<file path="src/hw/rtl/windowed_min_max_mean_two_channel_defines.svh">
// Assertion macros for the windowed statistics block.
`ifndef WINDOWED_MIN_MAX_MEAN_TWO_CHANNEL_DEFINES_SVH
`define WINDOWED_MIN_MAX_MEAN_TWO_CHANNEL_DEFINES_SVH
`ifndef SYNTHESIS
`define WMM_ASSERT_HOLDS(lbl, expr) \
  lbl: assert property (@(posedge clk) disable iff (!rst_n) (expr)) \
    else $error("wmm check failed");
`define WMM_ASSERT_NEXT(lbl, ante, cons) \
  lbl: assert property (@(posedge clk) disable iff (!rst_n) (ante) |=> (cons)) \
    else $error("wmm check failed");
`else
`define WMM_ASSERT_HOLDS(lbl, expr)
`define WMM_ASSERT_NEXT(lbl, ante, cons)
`endif
`endif

</file>
<file path="src/hw/rtl/wmm_pkg.sv">
// Shared types and constants for the windowed statistics block.
`default_nettype none
package wmm_pkg;
  localparam int COUNT_BITS    = 8;
  localparam int CFG_ADDR_BITS = 3;
  localparam int CFG_DATA_BITS = 32;
  localparam int CFG_WORD_LSB  = 2;

  // word index of each config register
  localparam logic [CFG_ADDR_BITS-CFG_WORD_LSB-1:0] REG_WINDOW_LENGTH = 1'b0;

  localparam logic [COUNT_BITS-1:0] WINDOW_LENGTH_RESET = 8'd31;

  typedef enum logic [1:0] {
    ST_IDLE,
    ST_ADD,
    ST_DIV,
    ST_OUT
  } state_t;

  typedef struct packed {
    logic start_add;
    logic start_close;
    logic add_en;
    logic samp_en;
    logic add_last;
    logic div_en;
  } chan_ctl_t;
endpackage
`default_nettype wire

</file>
<file path="src/hw/rtl/wmm_chan.sv">
// One channel: bit-serial adder and compares, serial divider, latched stats.
`default_nettype none
module wmm_chan #(
  parameter int SAMPLE_BITS = 12
) (
  input  wire logic                            clk,
  input  wire logic                            rst_n,
  input  wire wmm_pkg::chan_ctl_t              ctl,
  input  wire logic [SAMPLE_BITS-1:0]          sample,
  input  wire logic [wmm_pkg::COUNT_BITS-1:0]  divisor,
  output logic      [SAMPLE_BITS-1:0]          win_max,
  output logic      [SAMPLE_BITS-1:0]          win_min,
  output logic      [SAMPLE_BITS-1:0]          win_mean
);
  localparam int CB       = wmm_pkg::COUNT_BITS;
  localparam int SUM_BITS = SAMPLE_BITS + CB;

  logic [SAMPLE_BITS-1:0] samp_r, samp_nxt;
  logic [SAMPLE_BITS-1:0] max_r, max_nxt;
  logic [SAMPLE_BITS-1:0] min_r, min_nxt;
  logic [SUM_BITS-1:0]    sum_r, sum_nxt;
  logic                   carry_r, carry_nxt;
  logic                   gt_r, gt_nxt;
  logic                   lt_r, lt_nxt;
  logic [SAMPLE_BITS-1:0] win_max_r, win_max_nxt;
  logic [SAMPLE_BITS-1:0] win_min_r, win_min_nxt;
  logic [CB-1:0]          rem_r, rem_nxt;
  logic [SAMPLE_BITS-1:0] quo_r, quo_nxt;

  logic          samp_bit;
  logic          sum_bit;
  logic          carry_out;
  logic [CB:0]   trial;
  logic [CB:0]   trial_diff;
  logic          trial_ge;

  assign samp_bit   = ctl.samp_en ? samp_r[0] : 1'b0;
  assign sum_bit    = sum_r[0] ^ samp_bit ^ carry_r;
  assign carry_out  = (sum_r[0] & samp_bit) | (sum_r[0] & carry_r) | (samp_bit & carry_r);
  // restoring division, one quotient bit per cycle
  assign trial      = {rem_r, quo_r[SAMPLE_BITS-1]};
  assign trial_ge   = trial >= {1'b0, divisor};
  assign trial_diff = trial - {1'b0, divisor};

  always_comb begin
    samp_nxt    = samp_r;
    max_nxt     = max_r;
    min_nxt     = min_r;
    sum_nxt     = sum_r;
    carry_nxt   = carry_r;
    gt_nxt      = gt_r;
    lt_nxt      = lt_r;
    win_max_nxt = win_max_r;
    win_min_nxt = win_min_r;
    rem_nxt     = rem_r;
    quo_nxt     = quo_r;
    if (ctl.start_close) begin
      // close the window: latch, then the new window holds only this sample
      win_max_nxt = max_r;
      win_min_nxt = min_r;
      rem_nxt     = sum_r[SUM_BITS-1:SAMPLE_BITS];
      quo_nxt     = sum_r[SAMPLE_BITS-1:0];
      max_nxt     = sample;
      min_nxt     = sample;
      sum_nxt     = SUM_BITS'(sample);
    end
    if (ctl.start_add) begin
      samp_nxt  = sample;
      carry_nxt = 1'b0;
      gt_nxt    = 1'b0;
      lt_nxt    = 1'b0;
    end
    if (ctl.add_en) begin
      sum_nxt   = {sum_bit, sum_r[SUM_BITS-1:1]};
      carry_nxt = carry_out;
      if (ctl.samp_en) begin
        samp_nxt = {samp_r[0], samp_r[SAMPLE_BITS-1:1]};
        max_nxt  = {max_r[0], max_r[SAMPLE_BITS-1:1]};
        min_nxt  = {min_r[0], min_r[SAMPLE_BITS-1:1]};
        // LSB first: the highest differing bit decides last
        if (samp_r[0] != max_r[0]) begin
          gt_nxt = samp_r[0];
        end
        if (samp_r[0] != min_r[0]) begin
          lt_nxt = min_r[0];
        end
      end
      if (ctl.add_last) begin
        if (gt_r) begin
          max_nxt = samp_r;
        end
        if (lt_r) begin
          min_nxt = samp_r;
        end
      end
    end
    if (ctl.div_en) begin
      rem_nxt = trial_ge ? trial_diff[CB-1:0] : trial[CB-1:0];
      quo_nxt = {quo_r[SAMPLE_BITS-2:0], trial_ge};
    end
  end

  always_ff @(posedge clk) begin
    if (!rst_n) begin
      max_r     <= '0;
      min_r     <= '1;
      sum_r     <= '0;
      win_max_r <= '0;
      win_min_r <= '0;
      quo_r     <= '0;
    end else begin
      max_r     <= max_nxt;
      min_r     <= min_nxt;
      sum_r     <= sum_nxt;
      win_max_r <= win_max_nxt;
      win_min_r <= win_min_nxt;
      quo_r     <= quo_nxt;
    end
  end

  always_ff @(posedge clk) begin
    samp_r  <= samp_nxt;
    carry_r <= carry_nxt;
    gt_r    <= gt_nxt;
    lt_r    <= lt_nxt;
    rem_r   <= rem_nxt;
  end

  // quotient register holds the latched mean between windows
  assign win_max  = win_max_r;
  assign win_min  = win_min_r;
  assign win_mean = quo_r;
endmodule
`default_nettype wire

</file>
<file path="src/hw/rtl/wmm_ctrl.sv">
// Sequencer: window count, bit step counter and channel control.
`default_nettype none
module wmm_ctrl #(
  parameter int SAMPLE_BITS = 12
) (
  input  wire logic                            clk,
  input  wire logic                            rst_n,
  input  wire logic                            start,
  input  wire logic                            active,
  input  wire logic [wmm_pkg::COUNT_BITS-1:0]  wlen,
  input  wire logic                            out_free,
  output wmm_pkg::chan_ctl_t                   ctl,
  output logic      [wmm_pkg::COUNT_BITS-1:0]  divisor,
  output logic                                 done,
  output logic                                 out_load,
  output logic                                 idle
);
  localparam int CB        = wmm_pkg::COUNT_BITS;
  localparam int SUM_BITS  = SAMPLE_BITS + CB;
  localparam int STEP_BITS = $clog2(SUM_BITS);
  localparam logic [STEP_BITS-1:0] ADD_LAST = STEP_BITS'(SUM_BITS - 1);
  localparam logic [STEP_BITS-1:0] DIV_LAST = STEP_BITS'(SAMPLE_BITS - 1);
  localparam logic [STEP_BITS-1:0] SAMP_END = STEP_BITS'(SAMPLE_BITS);

  wmm_pkg::state_t state_r, state_nxt;
  logic [STEP_BITS-1:0] step_r, step_nxt;
  logic [CB-1:0]        cnt_r, cnt_nxt;
  logic [CB-1:0]        div_r, div_nxt;
  logic                 done_r, done_nxt;
  logic [CB-1:0]        len_eff;
  logic                 close;

  assign len_eff = (wlen == '0) ? CB'(1) : wlen;
  assign close   = active && (cnt_r >= len_eff);

  always_comb begin
    state_nxt = state_r;
    unique case (state_r)
      wmm_pkg::ST_IDLE: begin
        if (start) begin
          if (!active) begin
            state_nxt = wmm_pkg::ST_OUT;
          end else if (close) begin
            state_nxt = wmm_pkg::ST_DIV;
          end else begin
            state_nxt = wmm_pkg::ST_ADD;
          end
        end
      end
      wmm_pkg::ST_ADD: begin
        if (step_r == ADD_LAST) begin
          state_nxt = wmm_pkg::ST_OUT;
        end
      end
      wmm_pkg::ST_DIV: begin
        if (step_r == DIV_LAST) begin
          state_nxt = wmm_pkg::ST_OUT;
        end
      end
      wmm_pkg::ST_OUT: begin
        if (out_free) begin
          state_nxt = wmm_pkg::ST_IDLE;
        end
      end
      default: state_nxt = wmm_pkg::ST_IDLE;
    endcase
  end

  always_comb begin
    ctl      = '0;
    out_load = 1'b0;
    unique case (state_r)
      wmm_pkg::ST_IDLE: begin
        ctl.start_add   = start && active && !close;
        ctl.start_close = start && close;
      end
      wmm_pkg::ST_ADD: begin
        ctl.add_en   = 1'b1;
        ctl.samp_en  = step_r < SAMP_END;
        ctl.add_last = step_r == ADD_LAST;
      end
      wmm_pkg::ST_DIV: begin
        ctl.div_en = 1'b1;
      end
      wmm_pkg::ST_OUT: begin
        out_load = out_free;
      end
      default: ctl = '0;
    endcase
  end

  always_comb begin
    step_nxt = '0;
    cnt_nxt  = cnt_r;
    div_nxt  = div_r;
    done_nxt = done_r;
    if (state_r == wmm_pkg::ST_ADD || state_r == wmm_pkg::ST_DIV) begin
      step_nxt = step_r + STEP_BITS'(1);
    end
    if (ctl.start_close) begin
      div_nxt = cnt_r;
      cnt_nxt = CB'(1);
    end else if (ctl.start_add) begin
      cnt_nxt = cnt_r + CB'(1);
    end
    if (start && idle) begin
      done_nxt = close;
    end
  end

  always_ff @(posedge clk) begin
    if (!rst_n) begin
      state_r <= wmm_pkg::ST_IDLE;
      step_r  <= '0;
      cnt_r   <= '0;
      done_r  <= 1'b0;
    end else begin
      state_r <= state_nxt;
      step_r  <= step_nxt;
      cnt_r   <= cnt_nxt;
      done_r  <= done_nxt;
    end
  end

  always_ff @(posedge clk) begin
    div_r <= div_nxt;
  end

  assign idle    = state_r == wmm_pkg::ST_IDLE;
  assign divisor = div_r;
  assign done    = done_r;
endmodule
`default_nettype wire

</file>
<file path="src/hw/rtl/windowed_min_max_mean_two_channel.sv">
// A beat with active low goes straight to the output state; one that closes a window runs the
// serial divider; any other active beat runs the bit-serial adder across the full sum width.
// One beat is in work at a time; the next is taken once the result enters the output register.
// Synchronous active-low reset clears running max/sum, sets running min to all ones,
// zeroes the latched statistics and sample count, and sets window_length to 31.
`default_nettype none
`include "windowed_min_max_mean_two_channel_defines.svh"
module windowed_min_max_mean_two_channel #(
  parameter int SAMPLE_BITS = 12
) (
  input  wire logic                                  clk,
  input  wire logic                                  rst_n,
  input  wire logic                                  in_tvalid,
  output logic                                       in_tready,
  // light_sample, soil_sample (from bit 0: soil, then light)
  input  wire logic [((2*SAMPLE_BITS+7)/8)*8-1:0]    in_tdata,
  // active
  input  wire logic                                  in_tuser,
  output logic                                       out_tvalid,
  input  wire logic                                  out_tready,
  // from bit 0: soil max, soil min, soil mean, light max, light min, light mean
  output logic      [((6*SAMPLE_BITS+7)/8)*8-1:0]    out_tdata,
  // window_done
  output logic                                       out_tuser,
  input  wire logic                                  cfg_psel,
  input  wire logic                                  cfg_penable,
  input  wire logic                                  cfg_pwrite,
  input  wire logic [wmm_pkg::CFG_ADDR_BITS-1:0]     cfg_paddr,
  input  wire logic [wmm_pkg::CFG_DATA_BITS-1:0]     cfg_pwdata,
  output logic      [wmm_pkg::CFG_DATA_BITS-1:0]     cfg_prdata,
  output logic                                       cfg_pready
);
  localparam int SB         = SAMPLE_BITS;
  localparam int CB         = wmm_pkg::COUNT_BITS;
  localparam int OUT_DATA_W = ((6*SAMPLE_BITS+7)/8)*8;

  logic [CB-1:0]         wlen_r, wlen_nxt;
  logic                  out_valid_r, out_valid_nxt;
  logic [OUT_DATA_W-1:0] out_data_r, out_data_nxt;
  logic                  out_user_r, out_user_nxt;

  logic                  cfg_wr;
  logic                  cfg_hit;
  logic                  in_accept;
  logic                  out_free;
  logic                  out_load;
  logic                  idle;
  logic                  done;
  logic [CB-1:0]         divisor;
  wmm_pkg::chan_ctl_t    ctl;

  logic [SB-1:0] soil_max, soil_min, soil_mean;
  logic [SB-1:0] light_max, light_min, light_mean;
  logic [SB-1:0] soil_max_q, soil_min_q, soil_mean_q;
  logic [SB-1:0] light_max_q, light_min_q, light_mean_q;

  assign cfg_pready = 1'b1;
  assign cfg_hit    = cfg_paddr[wmm_pkg::CFG_ADDR_BITS-1:wmm_pkg::CFG_WORD_LSB]
                      == wmm_pkg::REG_WINDOW_LENGTH;
  assign cfg_wr     = cfg_psel && cfg_penable && cfg_pwrite && cfg_pready;
  assign cfg_prdata = cfg_hit ? wmm_pkg::CFG_DATA_BITS'(wlen_r) : '0;
  assign wlen_nxt   = (cfg_wr && cfg_hit) ? cfg_pwdata[CB-1:0] : wlen_r;

  assign in_tready = idle;
  assign in_accept = in_tvalid && in_tready;
  assign out_free  = !out_valid_r || out_tready;

  wmm_ctrl #(
    .SAMPLE_BITS(SAMPLE_BITS)
  ) u_ctrl (
    .clk      (clk),
    .rst_n    (rst_n),
    .start    (in_accept),
    .active   (in_tuser),
    .wlen     (wlen_r),
    .out_free (out_free),
    .ctl      (ctl),
    .divisor  (divisor),
    .done     (done),
    .out_load (out_load),
    .idle     (idle)
  );

  wmm_chan #(
    .SAMPLE_BITS(SAMPLE_BITS)
  ) u_soil (
    .clk      (clk),
    .rst_n    (rst_n),
    .ctl      (ctl),
    .sample   (in_tdata[SB-1:0]),
    .divisor  (divisor),
    .win_max  (soil_max),
    .win_min  (soil_min),
    .win_mean (soil_mean)
  );

  wmm_chan #(
    .SAMPLE_BITS(SAMPLE_BITS)
  ) u_light (
    .clk      (clk),
    .rst_n    (rst_n),
    .ctl      (ctl),
    .sample   (in_tdata[2*SB-1:SB]),
    .divisor  (divisor),
    .win_max  (light_max),
    .win_min  (light_min),
    .win_mean (light_mean)
  );

  always_comb begin
    out_valid_nxt = out_valid_r;
    out_data_nxt  = out_data_r;
    out_user_nxt  = out_user_r;
    if (out_load) begin
      out_valid_nxt = 1'b1;
      out_data_nxt  = OUT_DATA_W'({light_mean, light_min, light_max,
                                   soil_mean, soil_min, soil_max});
      out_user_nxt  = done;
    end else if (out_tready) begin
      out_valid_nxt = 1'b0;
    end
  end

  always_ff @(posedge clk) begin
    if (!rst_n) begin
      wlen_r      <= wmm_pkg::WINDOW_LENGTH_RESET;
      out_valid_r <= 1'b0;
    end else begin
      wlen_r      <= wlen_nxt;
      out_valid_r <= out_valid_nxt;
    end
  end

  always_ff @(posedge clk) begin
    out_data_r <= out_data_nxt;
    out_user_r <= out_user_nxt;
  end

  assign out_tvalid = out_valid_r;
  assign out_tdata  = out_data_r;
  assign out_tuser  = out_user_r;

  assign soil_max_q   = out_data_r[SB-1:0];
  assign soil_min_q   = out_data_r[2*SB-1:SB];
  assign soil_mean_q  = out_data_r[3*SB-1:2*SB];
  assign light_max_q  = out_data_r[4*SB-1:3*SB];
  assign light_min_q  = out_data_r[5*SB-1:4*SB];
  assign light_mean_q = out_data_r[6*SB-1:5*SB];

  `WMM_ASSERT_NEXT(a_busy_after_accept, in_tvalid && in_tready, !in_tready)
  `WMM_ASSERT_HOLDS(a_soil_order, !out_valid_r || (soil_min_q <= soil_mean_q && soil_mean_q <= soil_max_q))
  `WMM_ASSERT_HOLDS(a_light_order, !out_valid_r || (light_min_q <= light_mean_q && light_mean_q <= light_max_q))
endmodule
`default_nettype wire

</file>
<file path="config.mk">
export PLATFORM = sky130hd
export DESIGN_NAME = windowed_min_max_mean_two_channel
export DESIGN_NICKNAME = d
export VERILOG_FILES = /design/src/hw/rtl/wmm_pkg.sv /design/src/hw/rtl/wmm_chan.sv /design/src/hw/rtl/wmm_ctrl.sv /design/src/hw/rtl/windowed_min_max_mean_two_channel.sv
export VERILOG_INCLUDE_DIRS = /design/src /design/src/hw/rtl
export SDC_FILE = /design/constraint.sdc
export NUM_CORES = 1
export LEC_CHECK = 0
export BUFFER_PORTS_ARGS = -buffer_cell sky130_fd_sc_hd__clkbuf_2
export CAP_MARGIN = 25
export CORE_MARGIN = 3
export CORE_UTILIZATION = 50
export DETAILED_ROUTE_END_ITERATION = 8
export PLACE_DENSITY = 0.76
export SETUP_SLACK_MARGIN = 0.15
export SLEW_MARGIN = 10
export SYNTH_ARGS = -nofsm -noshare
export SYNTH_HDL_FRONTEND = slang
export SYNTH_SLANG_ARGS = --single-unit
</file>
<file path="constraint.sdc">
create_clock -name clk -period 5.18 [get_ports clk]
set_clock_uncertainty 0.15 [all_clocks]
set_input_delay 0.518 -clock clk [delete_from_list [all_inputs] [get_ports clk]]
set_output_delay 0.518 -clock clk [all_outputs]
set_load 0.03 [all_outputs]
</file>
==> impl_metrics.toml <==
[run_status]
outcome = "finished clean"

[critical_path]
endpoint_kind = "flip-flop"
critical_path_required_ns = 5.47
critPathKind = "reg2reg"
regToRegEndpoint = "u_soil.min_r[11]$_SDFF_PN1_"
rr_worst_depth = 10
path_max_fanout = 66
crit_path_frequent_cell = "buf_4"
timing.rr.start = "wlen_r[3]$_SDFFE_PN1P_"
cp_slowest_cell = "buf_4"
crit_family = "compound AO/OA/AOI/OAI gates"
rrSetupSlack_ns = 1.35
cp_num_buf_inv = 2
path_cells = "nor4_1 -> a41o_1 -> ha_1 -> nor2b_1 -> o21ai_1 -> a211o_4 -> buf_4 -> buf_4 -> nand3_1 -> a31oi_1"
cp_data_arrival_time_ns = 4.11
start_kind = "flip-flop"
worst_path_largest_cell_delay_ns = 0.67

[synth]
synth_compound_area_share_pct = 22.5
synth_top_family_by_area = "compound AO/OA/AOI/OAI gates"
synth-simple-area-share_pct = 15.7
yosysWarnings = 0
syn_inst = 1517
ys_seq_area_share_pct = 51.4
async_flop_share_pct = 0
synthAdderAreaFrac_pct = 3.24
netlist_area_mm2 = 0.0141
syn_avg_cell_area_um2 = 9.27
synth-xor-area-share_pct = 0.249
ys_ff_latch = 312
synth-edff-count = 99
synthMuxAreaShare_pct = 0.222
ys_types = 71
ys.flop_type = "dfxtp_1"

[route]
route.vias.total = 12000
drc = 0
drt_pass1_iterations = 5
wl_per_cell_um = 18.1
viasPerCell = 6.11
routed_wl_um = 35700
drtIter0Drc = 1104
drt.antenna.violating_nets = 0

[clock_network]
cts_resized = 0
cts_hold_buffers = 0
cts_buffers = 35
htreeDepth = 2
insertion_delay_ns = 0.52
postCtsSetupRepairBufs = 0
cts.sinks = 312
cts_root_buffer = "clkbuf_16"
clk_pin_slew_ns = 0.06
cts.path.max_buffers = 3
cts_tree = "built"

[floorplan]
die_x_um = 174
num_rows = 60
chipHeight_um = 174
die_area_mm2 = 0.0302
initial_utilization_pct = 51.5
core_area_mm2 = 0.0273
io_pins = 175

[sta]
period_share_pct = 73.9
rsz0062_at_grt = "no"
final.setup.worst_slack_ns = 1.35
tns_ns = 0
worst_pin_slew_ns = 0.963
fin_crit_ns = 3.83
relSlewSlack_pct = 35.8
max_freq_mhz = 261
hold_viol_final = 0
drv_slew = 0
setup_viol = 0

[grt]
grt-ovfl-total = 0
grt_use_total_pct = 22.8
grt_pass1_wl_um = 58400
grt_max_degree = 116
grt_antenna_before_repair = 0
grt_pass1_vias = 11600

[placed_design]
dpl_worst_slack_ns = 1.43
dp.final_hpwl_um = 22500
port_buffers = 123
dp.cells = 1903
place_congestion = 0.875

[finish]
drive_gt1_share_pct = 13.8
diodes = 0
nFillCells = 2356
syn2layout_area_growth_pct = 13.4
finalNetCount = 1672
final_util_pct = 58.4
multiInputGateArea_mm2 = 0.00602
regArea_mm2 = 0.00724
fin_cells = 1970

[hold_path]
holdPathEnd = "wlen_r[0]$_SDFFE_PN1P_"
hp-class = "in2reg"
hold_depth = 3
holdCritStartpoint = "cfg_pwdata[0]"

[flow_run]
cap_violations = 0

[power_and_ir_drop]
power_mw = 7.59
p_leak_nw = 5.80
vdd_ir_drop_max_uv = 368
p_per_area_mw_per_mm2 = 476
-- layer usage --
metal | wire, µm | global-route usage [%] | vias to the layer above
li1 | - | - | 5704
met1 | 15300 | 30.8 | 5774
met5 | 0 | 0 | -
met3 | 2320 | 3.64 | 76
met2 | 17000 | 36.9 | 473
met4 | 1050 | 9.05 | 0
-- where the power goes --
part           switching, mW  internal [mW]  total, mW
sequential             0.364           3.01       3.37
combinational           1.15          0.565       1.72
clock                  0.988           1.52       2.50
-- final cells by class --
cell class,instances,share of cell area [%]
well taps,372,2.92
multi-input cells,1025,37.8
flip-flops and latches,312,45.4
clock inverters,12,0.784
clock buffers,52,6.60
inverters,45,1.06
repair buffers,152,5.52
-- through the flow --
stage | area [µm²] | hold slack (ns)
2_1_floorplan | 14200 | 0.252
5_1_grt | 16000 | 0.0888
6_report | 16000 | 0.0801
4_1_cts | 15900 | 0.0680
3_3_place_gp | 14700 | 0.259
3_5_place_dp | 14700 | 0.257
-- kinds of logic (layout without fill, tap and decap cells) --
kind of cell,after synthesis,in the layout
other cells,2,25
xor+xnor,4,4
compound gates,492,492
mux,3,3
fa+ha+maj,34,34
flops,312,312
buf+inv,203,261
simple gates,467,467
-- cells in the mapped netlist, types with 3 or more instances --
cell	count	area share [%]
clkbuf_1	91	2.4
dfxtp_1	213	30
nand2_1	181	4.8
buf_6	3	0.24
and3_1	8	0.36
nand4_1	52	2.3
a22o_1	24	1.5
nor4_1	8	0.36
edfxtp_1	99	21
nand3_1	101	3.6
nor3_1	11	0.39
a221o_1	6	0.43
o22ai_1	4	0.18
inv_2	3	0.080
or4_1	3	0.16
a21oi_1	80	2.8
o211ai_1	74	3.9
o21ai_0	156	5.6
a211o_1	3	0.19
o31a_1	3	0.19
buf_4	29	1.5
ha_1	30	2.7
buf_1	8	0.21
o21ai_1	3	0.11
a31oi_1	69	3.1
or3_1	6	0.27
o21a_1	4	0.21
nor2b_1	11	0.49
fa_1	4	0.57
a221oi_1	24	1.5
nor2_1	64	1.7
nand2b_1	7	0.31
buf_2	27	0.96
inv_1	41	1.1
o221ai_1	6	0.37
a211oi_1	7	0.37
o31ai_1	4	0.21
a311oi_1	7	0.44
nor3b_1	3	0.16
-- layout by cell type (no fill, tap or decap), drive strengths merged, types with 24 or more instances in the layout --
master and count:
a21oi 80, a221oi 24, a22o 24, a31oi 69, buf 29, clkbuf 175, conb 25, dfxtp 213
edfxtp 99, ha 30, inv 46, nand2 182, nand3 102, nand4 52, nor2 65, o211ai 74
o21ai 159
-- worst reg2reg max path: cells and delay by family, from the launching register on --
family,cells,cell delay [ns]
DFF,1,0.31
adders and majority gates,1,0.13
buffers and inverters,2,1.23
AOI/OAI and AO/OA,4,1.36
and+or+nand+nor,3,0.57
-- flip-flops by register name (all words and copies together), names as in the netlist, 12 cells and up --
name,flops
u_light.samp_r,12
u_light.win_max,12
u_soil.win_max,12
out_tdata,72
u_soil.samp_r,12
u_light.min_r,12
u_soil.max_r,12
u_soil.win_mean,12
u_light.sum_r,20
u_light.win_min,12
u_soil.win_min,12
u_light.max_r,12
u_soil.min_r,12
u_soil.sum_r,20
u_light.win_mean,12
-- worst max path at each step --
stage / cells past startpoint / slack [ns] / end / startpoint
CTS: 10 / 1.37 / u_soil.sum_r[11]$_SDFFE_PN0P_ / wlen_r[3]$_SDFFE_PN1P_
finish: 10 / 1.35 / u_soil.min_r[11]$_SDFF_PN1_ / wlen_r[3]$_SDFFE_PN1P_
global route: 10 / 1.04 / u_soil.sum_r[11]$_SDFFE_PN0P_ / wlen_r[5]$_SDFFE_PN0P_
floorplan: 2 / 0.68 / out_tdata[0]$_DFFE_PP_ / out_tvalid$_SDFFE_PN0P_
global placement: 10 / 1.49 / u_soil.sum_r[11]$_SDFFE_PN0P_ / wlen_r[3]$_SDFFE_PN1P_
detailed placement: 10 / 1.43 / u_soil.sum_r[11]$_SDFFE_PN0P_ / wlen_r[3]$_SDFFE_PN1P_
Note: power is estimated with default switching activity, not from simulation.
